$ cat src/rtl/core/stq_pkg.sv
// Types and constants of the sorted timer event queue
package stq_pkg;

   localparam int DEPTH_DEF     = 16;
   localparam int TAG_WIDTH_DEF = 16;
   localparam int TIME_WIDTH    = 32;
   localparam int OP_WIDTH      = 2;

   typedef enum logic [OP_WIDTH-1:0] {
      OP_ADD   = 2'd0,
      OP_FIRE  = 2'd1,
      OP_CLEAR = 2'd2
   } op_type;

   typedef enum logic [2:0] {
      ST_IDLE,
      ST_ADD_RD,
      ST_ADD_CMP,
      ST_FIRE_RD,
      ST_FIRE_CMP
   } state_type;

   localparam logic STATUS_OK   = 1'b0;
   localparam logic STATUS_FULL = 1'b1;

endpackage

$ cat src/rtl/core/stq_entry_ram.sv
// Entry store of the timer queue: one write port, one registered read port
module stq_entry_ram #(
   parameter int DEPTH = stq_pkg::DEPTH_DEF,
   parameter int WIDTH = stq_pkg::TIME_WIDTH + stq_pkg::TAG_WIDTH_DEF
) (
   input  logic                     clock,
   input  logic                     wr_en,
   input  logic [$clog2(DEPTH)-1:0] wr_addr,
   input  logic [WIDTH-1:0]         wr_data,
   input  logic                     rd_en,
   input  logic [$clog2(DEPTH)-1:0] rd_addr,
   output logic [WIDTH-1:0]         rd_data
);

   logic [WIDTH-1:0] mem [DEPTH];
   logic [WIDTH-1:0] rd_data_ff;

   always_ff @(posedge clock) begin
      if (wr_en) begin
         mem[wr_addr] <= wr_data;
      end
   end

   always_ff @(posedge clock) begin
      if (rd_en) begin
         rd_data_ff <= mem[rd_addr];
      end
   end

   assign rd_data = rd_data_ff;

endmodule

$ cat src/rtl/core/sorted_timer_event_queue_unit.sv
// Sorted timer event queue: circular entry store kept in ascending due-time order
// Add: from the tail, each later entry is read and moved up one slot, then the event is written.
// Add to a full queue, clear and unused codes: result in the cycle after the transfer.
// Fire: pops each head entry due before the now tick; one result per popped event, else one empty result.
// busy covers the whole insert or pop walk; the result strobe cannot be stalled.
// Synchronous reset empties the queue at once; stored entries are not cleared.
module sorted_timer_event_queue_unit #(
   parameter int DEPTH     = stq_pkg::DEPTH_DEF,
   parameter int TAG_WIDTH = stq_pkg::TAG_WIDTH_DEF
) (
   input  logic                             clock,
   input  logic                             reset,
   input  logic                             start,
   output logic                             busy,
   input  logic [stq_pkg::OP_WIDTH-1:0]     req_operation,
   input  logic [stq_pkg::TIME_WIDTH-1:0]   req_event_time,
   input  logic [TAG_WIDTH-1:0]             req_handler_tag,
   input  logic [stq_pkg::TIME_WIDTH-1:0]   req_now_tick,
   output logic                             rsp_valid,
   output logic                             rsp_fired,
   output logic [TAG_WIDTH-1:0]             rsp_fired_tag,
   output logic                             rsp_status,
   output logic                             rsp_last,
   output logic [$clog2(DEPTH+1)-1:0]       rsp_occupancy
);

   import stq_pkg::*;

   localparam int PW = $clog2(DEPTH);
   localparam int CW = $clog2(DEPTH + 1);
   localparam int SW = CW + 1;
   localparam int EW = TIME_WIDTH + TAG_WIDTH;

   function automatic logic [PW-1:0] wrap_idx(input logic [PW-1:0] base,
                                             input logic [CW-1:0] ofs);
      logic [SW-1:0] sum;
      sum = SW'(base) + SW'(ofs);
      if (sum >= SW'(DEPTH)) begin
         sum = sum - SW'(DEPTH);
      end
      return sum[PW-1:0];
   endfunction

   state_type               state_ff, state_in;
   logic [PW-1:0]           head_ff, head_in;
   logic [CW-1:0]           count_ff, count_in;
   logic [CW-1:0]           idx_ff, idx_in;
   logic [TIME_WIDTH-1:0]   time_ff, time_in;
   logic [TAG_WIDTH-1:0]    tag_ff, tag_in;
   logic [TIME_WIDTH-1:0]   now_ff, now_in;
   logic                    pend_valid_ff, pend_valid_in;
   logic [TAG_WIDTH-1:0]    pend_tag_ff, pend_tag_in;
   logic [CW-1:0]           pend_occ_ff, pend_occ_in;

   logic                    rsp_valid_ff, rsp_valid_in;
   logic                    rsp_fired_ff, rsp_fired_in;
   logic [TAG_WIDTH-1:0]    rsp_tag_ff, rsp_tag_in;
   logic                    rsp_status_ff, rsp_status_in;
   logic                    rsp_last_ff, rsp_last_in;
   logic [CW-1:0]           rsp_occ_ff, rsp_occ_in;

   logic                    ram_we;
   logic [PW-1:0]           ram_waddr;
   logic [EW-1:0]           ram_wdata;
   logic                    ram_re;
   logic [PW-1:0]           ram_raddr;
   logic [EW-1:0]           ram_rdata;

   logic                    accept;
   logic                    full;
   logic [TIME_WIDTH-1:0]   rd_time;
   logic [TAG_WIDTH-1:0]    rd_tag;
   logic [CW-1:0]           idx_dec;
   logic                    move_up;
   logic                    head_due;
   op_type                  req_op;

   assign busy     = (state_ff != ST_IDLE);
   assign accept   = start && !busy;
   assign full     = (count_ff == CW'(DEPTH));
   assign req_op   = op_type'(req_operation);
   assign rd_time  = ram_rdata[EW-1:TAG_WIDTH];
   assign rd_tag   = ram_rdata[TAG_WIDTH-1:0];
   assign idx_dec  = idx_ff - CW'(1);
   // Entry below the insert slot moves up while it belongs after the new event;
   // the head only yields to a strictly earlier event.
   assign move_up  = (idx_dec != '0) ? (time_ff <= rd_time) : (time_ff < rd_time);
   assign head_due = (rd_time < now_ff);

   stq_entry_ram #(
      .DEPTH (DEPTH),
      .WIDTH (EW)
   ) u_ram (
      .clock   (clock),
      .wr_en   (ram_we),
      .wr_addr (ram_waddr),
      .wr_data (ram_wdata),
      .rd_en   (ram_re),
      .rd_addr (ram_raddr),
      .rd_data (ram_rdata)
   );

   always_comb begin
      state_in = state_ff;
      case (state_ff)
         ST_IDLE: begin
            if (accept && req_op == OP_ADD && !full) begin
               state_in = ST_ADD_RD;
            end else if (accept && req_op == OP_FIRE) begin
               state_in = ST_FIRE_RD;
            end
         end
         ST_ADD_RD: begin
            state_in = (idx_ff == '0) ? ST_IDLE : ST_ADD_CMP;
         end
         ST_ADD_CMP: begin
            state_in = move_up ? ST_ADD_RD : ST_IDLE;
         end
         ST_FIRE_RD: begin
            state_in = (count_ff == '0) ? ST_IDLE : ST_FIRE_CMP;
         end
         ST_FIRE_CMP: begin
            state_in = head_due ? ST_FIRE_RD : ST_IDLE;
         end
         default: begin
            state_in = ST_IDLE;
         end
      endcase
   end

   always_comb begin
      head_in       = head_ff;
      count_in      = count_ff;
      idx_in        = idx_ff;
      time_in       = time_ff;
      tag_in        = tag_ff;
      now_in        = now_ff;
      pend_valid_in = pend_valid_ff;
      pend_tag_in   = pend_tag_ff;
      pend_occ_in   = pend_occ_ff;
      rsp_valid_in  = 1'b0;
      rsp_fired_in  = rsp_fired_ff;
      rsp_tag_in    = rsp_tag_ff;
      rsp_status_in = rsp_status_ff;
      rsp_last_in   = rsp_last_ff;
      rsp_occ_in    = rsp_occ_ff;
      ram_we        = 1'b0;
      ram_waddr     = head_ff;
      ram_wdata     = {time_ff, tag_ff};
      ram_re        = 1'b0;
      ram_raddr     = head_ff;

      case (state_ff)
         ST_IDLE: begin
            if (accept) begin
               time_in       = req_event_time;
               tag_in        = req_handler_tag;
               now_in        = req_now_tick;
               idx_in        = count_ff;
               pend_valid_in = 1'b0;
               rsp_fired_in  = 1'b0;
               rsp_tag_in    = '0;
               rsp_status_in = STATUS_OK;
               rsp_last_in   = 1'b1;
               rsp_occ_in    = count_ff;
               case (req_op)
                  OP_ADD: begin
                     if (full) begin
                        rsp_valid_in  = 1'b1;
                        rsp_status_in = STATUS_FULL;
                     end
                  end
                  OP_FIRE: begin
                  end
                  OP_CLEAR: begin
                     count_in     = '0;
                     rsp_valid_in = 1'b1;
                     rsp_occ_in   = '0;
                  end
                  default: begin
                     rsp_valid_in = 1'b1;
                  end
               endcase
            end
         end
         ST_ADD_RD: begin
            if (idx_ff == '0) begin
               ram_we        = 1'b1;
               ram_waddr     = head_ff;
               count_in      = count_ff + CW'(1);
               rsp_valid_in  = 1'b1;
               rsp_fired_in  = 1'b0;
               rsp_tag_in    = '0;
               rsp_status_in = STATUS_OK;
               rsp_last_in   = 1'b1;
               rsp_occ_in    = count_ff + CW'(1);
            end else begin
               ram_re    = 1'b1;
               ram_raddr = wrap_idx(head_ff, idx_dec);
            end
         end
         ST_ADD_CMP: begin
            ram_we    = 1'b1;
            ram_waddr = wrap_idx(head_ff, idx_ff);
            if (move_up) begin
               ram_wdata = ram_rdata;
               idx_in    = idx_dec;
            end else begin
               count_in      = count_ff + CW'(1);
               rsp_valid_in  = 1'b1;
               rsp_fired_in  = 1'b0;
               rsp_tag_in    = '0;
               rsp_status_in = STATUS_OK;
               rsp_last_in   = 1'b1;
               rsp_occ_in    = count_ff + CW'(1);
            end
         end
         ST_FIRE_RD: begin
            if (count_ff == '0) begin
               rsp_valid_in  = 1'b1;
               rsp_status_in = STATUS_OK;
               rsp_last_in   = 1'b1;
               rsp_fired_in  = pend_valid_ff;
               rsp_tag_in    = pend_valid_ff ? pend_tag_ff : '0;
               rsp_occ_in    = pend_valid_ff ? pend_occ_ff : count_ff;
               pend_valid_in = 1'b0;
            end else begin
               ram_re    = 1'b1;
               ram_raddr = head_ff;
            end
         end
         ST_FIRE_CMP: begin
            if (head_due) begin
               // Hold the popped tag until the next head shows whether it is the last
               head_in       = wrap_idx(head_ff, CW'(1));
               count_in      = count_ff - CW'(1);
               pend_valid_in = 1'b1;
               pend_tag_in   = rd_tag;
               pend_occ_in   = count_ff - CW'(1);
               if (pend_valid_ff) begin
                  rsp_valid_in  = 1'b1;
                  rsp_fired_in  = 1'b1;
                  rsp_tag_in    = pend_tag_ff;
                  rsp_status_in = STATUS_OK;
                  rsp_last_in   = 1'b0;
                  rsp_occ_in    = pend_occ_ff;
               end
            end else begin
               rsp_valid_in  = 1'b1;
               rsp_status_in = STATUS_OK;
               rsp_last_in   = 1'b1;
               rsp_fired_in  = pend_valid_ff;
               rsp_tag_in    = pend_valid_ff ? pend_tag_ff : '0;
               rsp_occ_in    = pend_valid_ff ? pend_occ_ff : count_ff;
               pend_valid_in = 1'b0;
            end
         end
         default: begin
         end
      endcase
   end

   always_ff @(posedge clock) begin
      if (reset) begin
         state_ff      <= ST_IDLE;
         head_ff       <= '0;
         count_ff      <= '0;
         pend_valid_ff <= 1'b0;
         rsp_valid_ff  <= 1'b0;
      end else begin
         state_ff      <= state_in;
         head_ff       <= head_in;
         count_ff      <= count_in;
         pend_valid_ff <= pend_valid_in;
         rsp_valid_ff  <= rsp_valid_in;
      end
   end

   always_ff @(posedge clock) begin
      idx_ff        <= idx_in;
      time_ff       <= time_in;
      tag_ff        <= tag_in;
      now_ff        <= now_in;
      pend_tag_ff   <= pend_tag_in;
      pend_occ_ff   <= pend_occ_in;
      rsp_fired_ff  <= rsp_fired_in;
      rsp_tag_ff    <= rsp_tag_in;
      rsp_status_ff <= rsp_status_in;
      rsp_last_ff   <= rsp_last_in;
      rsp_occ_ff    <= rsp_occ_in;
   end

   assign rsp_valid     = rsp_valid_ff;
   assign rsp_fired     = rsp_fired_ff;
   assign rsp_fired_tag = rsp_tag_ff;
   assign rsp_status    = rsp_status_ff;
   assign rsp_last      = rsp_last_ff;
   assign rsp_occupancy = rsp_occ_ff;

endmodule

$ cat config.mk
export PLATFORM = sky130hd
export DESIGN_NAME = sorted_timer_event_queue_unit
export DESIGN_NICKNAME = d
export VERILOG_FILES = /design/src/rtl/core/stq_pkg.sv /design/src/rtl/core/stq_entry_ram.sv /design/src/rtl/core/sorted_timer_event_queue_unit.sv
export SDC_FILE = /design/constraint.sdc
export NUM_CORES = 1
export LEC_CHECK = 0
export BUFFER_PORTS_ARGS = -buffer_cell sky130_fd_sc_hd__clkbuf_2
export CAP_MARGIN = 5
export CORE_MARGIN = 2
export CORE_UTILIZATION = 60
export CTS_CLUSTER_DIAMETER = 120
export CTS_CLUSTER_SIZE = 20
export DETAILED_ROUTE_END_ITERATION = 12
export PLACE_DENSITY = 0.77
export SLEW_MARGIN = 20
export SYNTH_ARGS = -nofsm -noshare
export SYNTH_HDL_FRONTEND = slang
export SYNTH_SLANG_ARGS = --single-unit
$ cat constraint.sdc
create_clock -name clock -period 6.61 [get_ports clock]
set_input_delay 0.661 -clock clock [delete_from_list [all_inputs] [get_ports clock]]
set_output_delay 0.661 -clock clock [all_outputs]
set_load 0.02 [all_outputs]
After elaboration in Yosys (flattened, before gate mapping)
Memories as Yosys holds them, arrays and structs flattened. A register that Yosys moved wholly into a read port is not among the register bits.
Index checks and enable logic that the tools add are counted.
Operators by class
  $lt $le $gt $ge: 6
  equality and inequality tests: 15
  add/sub/neg operators: 9
  reduce and logical (&&, ||, !) cells: 22
  multiplexer cells: 74
Operators by type and width (count)
  16-bit 2-to-1 mux: 7
  48-bit 2-to-1 mux: 2
  16-bit case mux with 5 select lines: 1
  32-bit < comparator: 2
  5-bit 2-to-1 mux: 11
  32-bit <= comparator: 1
  1-bit 2-to-1 mux: 30
  5-bit case mux with 5 select lines: 1
  4-bit 2-to-1 mux: 6
  1-bit case mux with 5 select lines: 4
  5-bit case mux with 4 select lines: 1
  3-bit case mux with 5 select lines: 1
  4-bit by 5-bit adder with 6-bit output: 2
  6-bit by 5-bit greater-or-equal comparator with 1-bit output, second input constant: 2
  2-bit inequality test, second input constant: 6
  4-bit by 1-bit subtractor with 4-bit output, second input constant: 3
  5-bit logical NOT: 2
  5-bit case mux with 2 select lines: 1
  5-bit nonzero test: 2
  5-bit by 1-bit subtractor with 5-bit output, second input constant: 2
  3-bit 2-to-1 mux: 3
  3-bit by 2-bit == test with 1-bit output, second input constant: 2
  3-bit inequality test, second input constant: 2
  1-bit case mux with 2 select lines: 3
  21 further kinds: 29
Word-level totals
  memories: 1
  bits in registers: 144
  bits in writable memories: 768
  word-level logic and storage cells: 143
  output and inout port bits: 26
Memory list
  u_ram.mem: words 16, bits a word 48, read ports 1, clocked after Yosys merged registers in 1, write ports 1, RTL line stq_entry_ram.sv:15  | logic [WIDTH-1:0] mem [DEPTH];

Logic depth before layout (Yosys ltp)
  word-level depth: 7
  gate-level depth with buffers: 14

Modules after synthesis
A second synthesis with hierarchy kept.
Second synthesis, totals
  cell total of the unflattened synthesis: 1899
  area, all modules: 38230.4 sq um
By module, submodules not included
  stq_entry_ram: area each 30175.2 sq um, times used 1, sequential area each 24503.5 sq um, cells each 1242
  sorted_timer_event_queue_unit: area each 8055.2 sq um, times used 1, sequential area each 4184.0 sq um, cells each 657

Worst setup path after synthesis
OpenSTA, ideal clock, no wires.
  kind: reg-to-reg
  from: register idx_ff[1]
  to: register rsp_fired_ff (netlist: rsp_fired), enable pin
  data required time: 6.175 ns
  arrival: 4.349 ns
  cell stages (with the launch flop): 9
  library setup time: 0.435 ns
  period minus slack after synthesis: 4.784 ns
  buffers on the path: 1
  setup slack: 1.826 ns
  cells stage by stage: edfxtp_1 -> inv_1 -> ha_1 -> or2b_1 -> nor3_1 -> or4b_1 -> buf_6 -> nand2_1 -> nor3_1
On the way
  word-level cells in the longest chain between the ends: 5
  elaborated cells on any way between the ends: 7
Ends and longest elaborated chain
  from (decl): RTL line sorted_timer_event_queue_unit.sv:47  | logic [CW-1:0] idx_ff, idx_in;
  from (signal assigned): RTL line sorted_timer_event_queue_unit.sv:280  | idx_ff <= idx_in;
  5-bit by 1-bit subtractor with 5-bit output: RTL line sorted_timer_event_queue_unit.sv:84  | assign idx_dec = idx_ff - CW'(1);
  5-bit nonzero test: RTL line sorted_timer_event_queue_unit.sv:87  | assign move_up = (idx_dec != '0) ? (time_ff <= rd_time) : (time_ff < rd_time);
  1-bit 2-to-1 mux: RTL line sorted_timer_event_queue_unit.sv:87
  2-bit inequality test (no line)
  6-bit AND reduction (no line) *
  to (signal assigned): RTL line sorted_timer_event_queue_unit.sv:286  | rsp_fired_ff <= rsp_fired_in;
  to (decl): RTL line sorted_timer_event_queue_unit.sv:56  | logic rsp_fired_ff, rsp_fired_in;
Mark *: on every way between the ends. The rest lies on a longest branch, timed or not.
A chain may end at the register's enable or synchronous reset.

Worst setup path in the final report
  from: register u_ram.rd_data_ff[45] (netlist: u_ram.rd_data[45]), read port of u_ram.mem
  to: memory u_ram.mem[3][15] (netlist name), data pin
On the way
  word-level cells in the longest chain between the ends: 4
  elaborated cells on any way between the ends: 5
Ends and longest elaborated chain
  from (decl): RTL line stq_entry_ram.sv:16  | logic [WIDTH-1:0] rd_data_ff;
  32-bit < comparator or 32-bit <= comparator (tied branches): RTL line sorted_timer_event_queue_unit.sv:87
  1-bit 2-to-1 mux *: RTL line sorted_timer_event_queue_unit.sv:87
  48-bit 2-to-1 mux *: RTL line sorted_timer_event_queue_unit.sv:205  | if (move_up) begin
  48-bit 2-to-1 mux *: RTL line sorted_timer_event_queue_unit.sv:153  | case (state_ff)
  named net ram_wdata[15]: RTL line sorted_timer_event_queue_unit.sv:64  | logic [EW-1:0] ram_wdata;
  to (decl): RTL line stq_entry_ram.sv:15
Mark *: on every way through the listed nets, which the timed path passes. The rest lies on a longest branch.

==> metrics.txt <==
1st-pass router iterations 6; width of the chip 258 µm; WL/cell 26.9 µm; Layout area overhead 7.93%; GR Overflow Total 0; crit path DAT 5240 ps; DRT iter0 DRCs 2,737; post-synthesis cell area 38,600 µm²; GRT Total Usage 26.5%; syn_nets 2,473; PwrDens 289 nW/µm²; CTS resizes 0; CTS root buffer clkbuf_16; final layout net count 2,572; Crit Reg-Reg Startpoint u_ram.rd_data[45]; Hold Vio Cnt, Final 0; Rows 93; Reg2Reg Setup Slack 1710 ps; outcome completed; CP max-delay cell nor4_1; CTS tree yes; CP Cell Sequence inv_1 -> ha_1 -> nand4_1 -> nor4_1 -> and3_1 -> a21boi_0 -> a21oi_1 -> and2_2 -> buf_4 -> mux2_2; Setup Skew 22.0 ps; Worst VDD drop 0.224 mV; Avg Cell Area, Syn 16.7 µm²; critical path depth 10; RSZ-0062 raised after global routing false; clock tree buffer depth 3; Vias per Instance 6.44; Post-synth top flop edfxtp_1; Max Cap Viol 0; initial antenna violation count 0; Vias 21,100; setup bufs post-CTS 0; WP buf/inv 2; Num CTS Buffers 53; largest net degree at the start of global routing 88; IO Port Bufs 110; io pins 111; fmax 204 MHz; Startpoint Class flip-flop; Total Wirelength 88,200 µm; Async SR Flop Fraction 0%; WP data required 6950 ps; Post-synth EDFFs 946; hold crit path type in2reg; worst hold endpoint now_ff[9]; n_diodes 0; Cells after DPL 3,209; antenna-violating nets left 0; #FFs+latches synth 960; yosys warns 0; normalized max-slew margin 29.4%; Skew-Pair Late Insertion Delay 640 ps; register area share after synthesis 74.3%; fin crit period 4900 ps; Setup TNS 0 ps; die area 66,400 µm²; actual slew at the worst max-slew pin 1060 ps; leakage power 14.3 nW; Slew Viols, Final 0; CTS sink cnt 960; die height 258 µm; Starting Density 60.3%; worst setup path category reg2reg; Cells on Worst Hold Path 1; Core ar. 64,000 µm²; htree depth 2; Worst setup EP type flip-flop; first-pass GRT wire length 130,000 µm; # DRC 0; CP delay by family, top simple AND/OR/NAND/NOR gates; RD Place Congestion 0.851; worst-path fanout max 25; Tcrit/Tclk final 74.1%; hold path start req_now_tick[9]; fraction of layout cells with a size suffix above 1 16.3%; post-synth cell types 61; clock slew at reported path FFs 80 ps; Reg2Reg Depth 10; fill cell count 4,223; Crit path largest cell delay 910 ps; Synth Instances 2,312; DP Wirelength 48,900 µm; Critical R2R Capture u_ram.mem[3][15]; hold-fix buffers at CTS 0; Final Setup Violations 0; Layout Cells excl Fill 3,276; vias in the first global route 20,900
## area by class of cell
cell class | instances | area, µm² | share of cell area [%]
clock inverter | 3 | 41.3 | 0.0991
inverter | 76 | 285 | 0.684
timing repair buffer | 160 | 1070 | 2.58
clock buffer | 62 | 1360 | 3.26
multi-input combinational | 1160 | 9170 | 22.0
tap | 855 | 1070 | 2.57
sequential | 960 | 28700 | 68.8
## how the worst max path moves through the flow
stage                       from  slack, ps                end
3_3_place_gp         time_ff[31]       1890   u_ram.mem[14][9]
3_5_place_dp         time_ff[31]       1830  u_ram.mem[13][15]
2_1_floorplan          idx_ff[1]       1830          rsp_fired
5_1_grt        u_ram.rd_data[45]       1690    u_ram.mem[0][9]
6_report       u_ram.rd_data[45]       1710   u_ram.mem[3][15]
4_1_cts        u_ram.rd_data[45]       1790   u_ram.mem[10][9]
## Yosys cell counts (all sizes together), types with 48 or more instances
| cell type | count | area (µm²) |
|---|---|---|
| o21ai | 122 | 611 |
| inv | 76 | 285 |
| ha | 74 | 926 |
| mux2 | 49 | 556 |
| clkbuf | 54 | 206 |
| buf | 62 | 454 |
| nor2 | 151 | 567 |
| nand2 | 235 | 882 |
| nand4 | 58 | 363 |
| nand3 | 56 | 280 |
| edfxtp | 946 | 28400 |
| a32oi | 48 | 420 |
| mux2i | 98 | 997 |
| mux4 | 98 | 2210 |
## layer usage
layer	vias to the layer above	share of wire, %	GRT usage [%]
li1	9087	-	-
met1	10700	38	36.2
met2	1112	50	44.7
met3	172	8.5	3.63
met4	0	3.2	8.83
met5	-	0	0
## cell families after synthesis
| kind of cell | count (synthesis) | synth area share, % |
|---|---|---|
| xor gates and xnor gates | 15 | 0.340 |
| DFF | 960 | 74.3 |
| muxes | 245 | 9.74 |
| and+or+nand+nor | 569 | 6.58 |
| AOI/OAI and AO/OA | 255 | 4.11 |
| adders and majority gates | 76 | 2.50 |
| buffers and inverters | 192 | 2.45 |
## flip-flops by register name, indices dropped and copies added, names as in the netlist
register,count
u_ram.mem,768
u_ram.rd_data,48
now_ff,32
time_ff,32
pend_tag_ff,16
rsp_fired_tag,16
tag_ff,16
count_ff,5
idx_ff,5
pend_occ_ff,5
rsp_occupancy,5
head_ff,4
state_ff,3
pend_valid_ff,1
rsp_fired,1
rsp_last,1
rsp_status,1
rsp_valid,1
## stage by stage
stage | area [µm²] | util, % | hold slack (ps) | worst slack (ps) | power (mW)
final | 41700 | 65.1 | 192 | 1710 | 12.0
after global routing | 41700 | 65.1 | 167 | 1690 | 12.4
after global placement | 40100 | 62.7 | 446 | 1890 | 8.86
after floorplan | 38600 | - | 420 | 1830 | 8.39
after detailed placement | 40200 | 62.9 | 437 | 1830 | 8.93
after CTS | 41600 | 65.1 | 164 | 1790 | 12.1
## report_power, final
group / total (mW) / leakage [nW] / internal [mW] / switching (mW)
clock network: 3.24 / 0.682 / 1.45 / 1.78
logic: 1.62 / 4.90 / 0.539 / 1.08
registers: 7.19 / 8.71 / 7.09 / 0.100
total: 12.0 / 14.3 / 9.08 / 2.96
## cell usage in the layout, fill, tap and decap left out, types with 7 or more instances in the layout
master     count
edfxtp_1     946
nand2_1      234
nor2_1       133
clkbuf_2     110
mux4_2        98
mux2i_1       96
inv_1         75
ha_1          74
o21ai_0       66
nand4_1       58
nand3_1       56
o21ai_1       56
clkbuf_16     53
a32oi_1       48
mux2_2        47
buf_4         40
a21oi_1       39
and2_1        20
nor2_4        18
dfxtp_1       14
nand2b_1      11
xor2_1         9
clkbuf_1       9
buf_12         7
## worst register-to-register path, delay by kind of cell (launching register included)
family	cells	cell delay, ps
mux	1	520
compound gates	2	550
simple gates	4	2210
flops	1	430
fa+ha+maj	1	300
buf+inv	2	590
No activity file was read; power rests on OpenSTA's default activity.
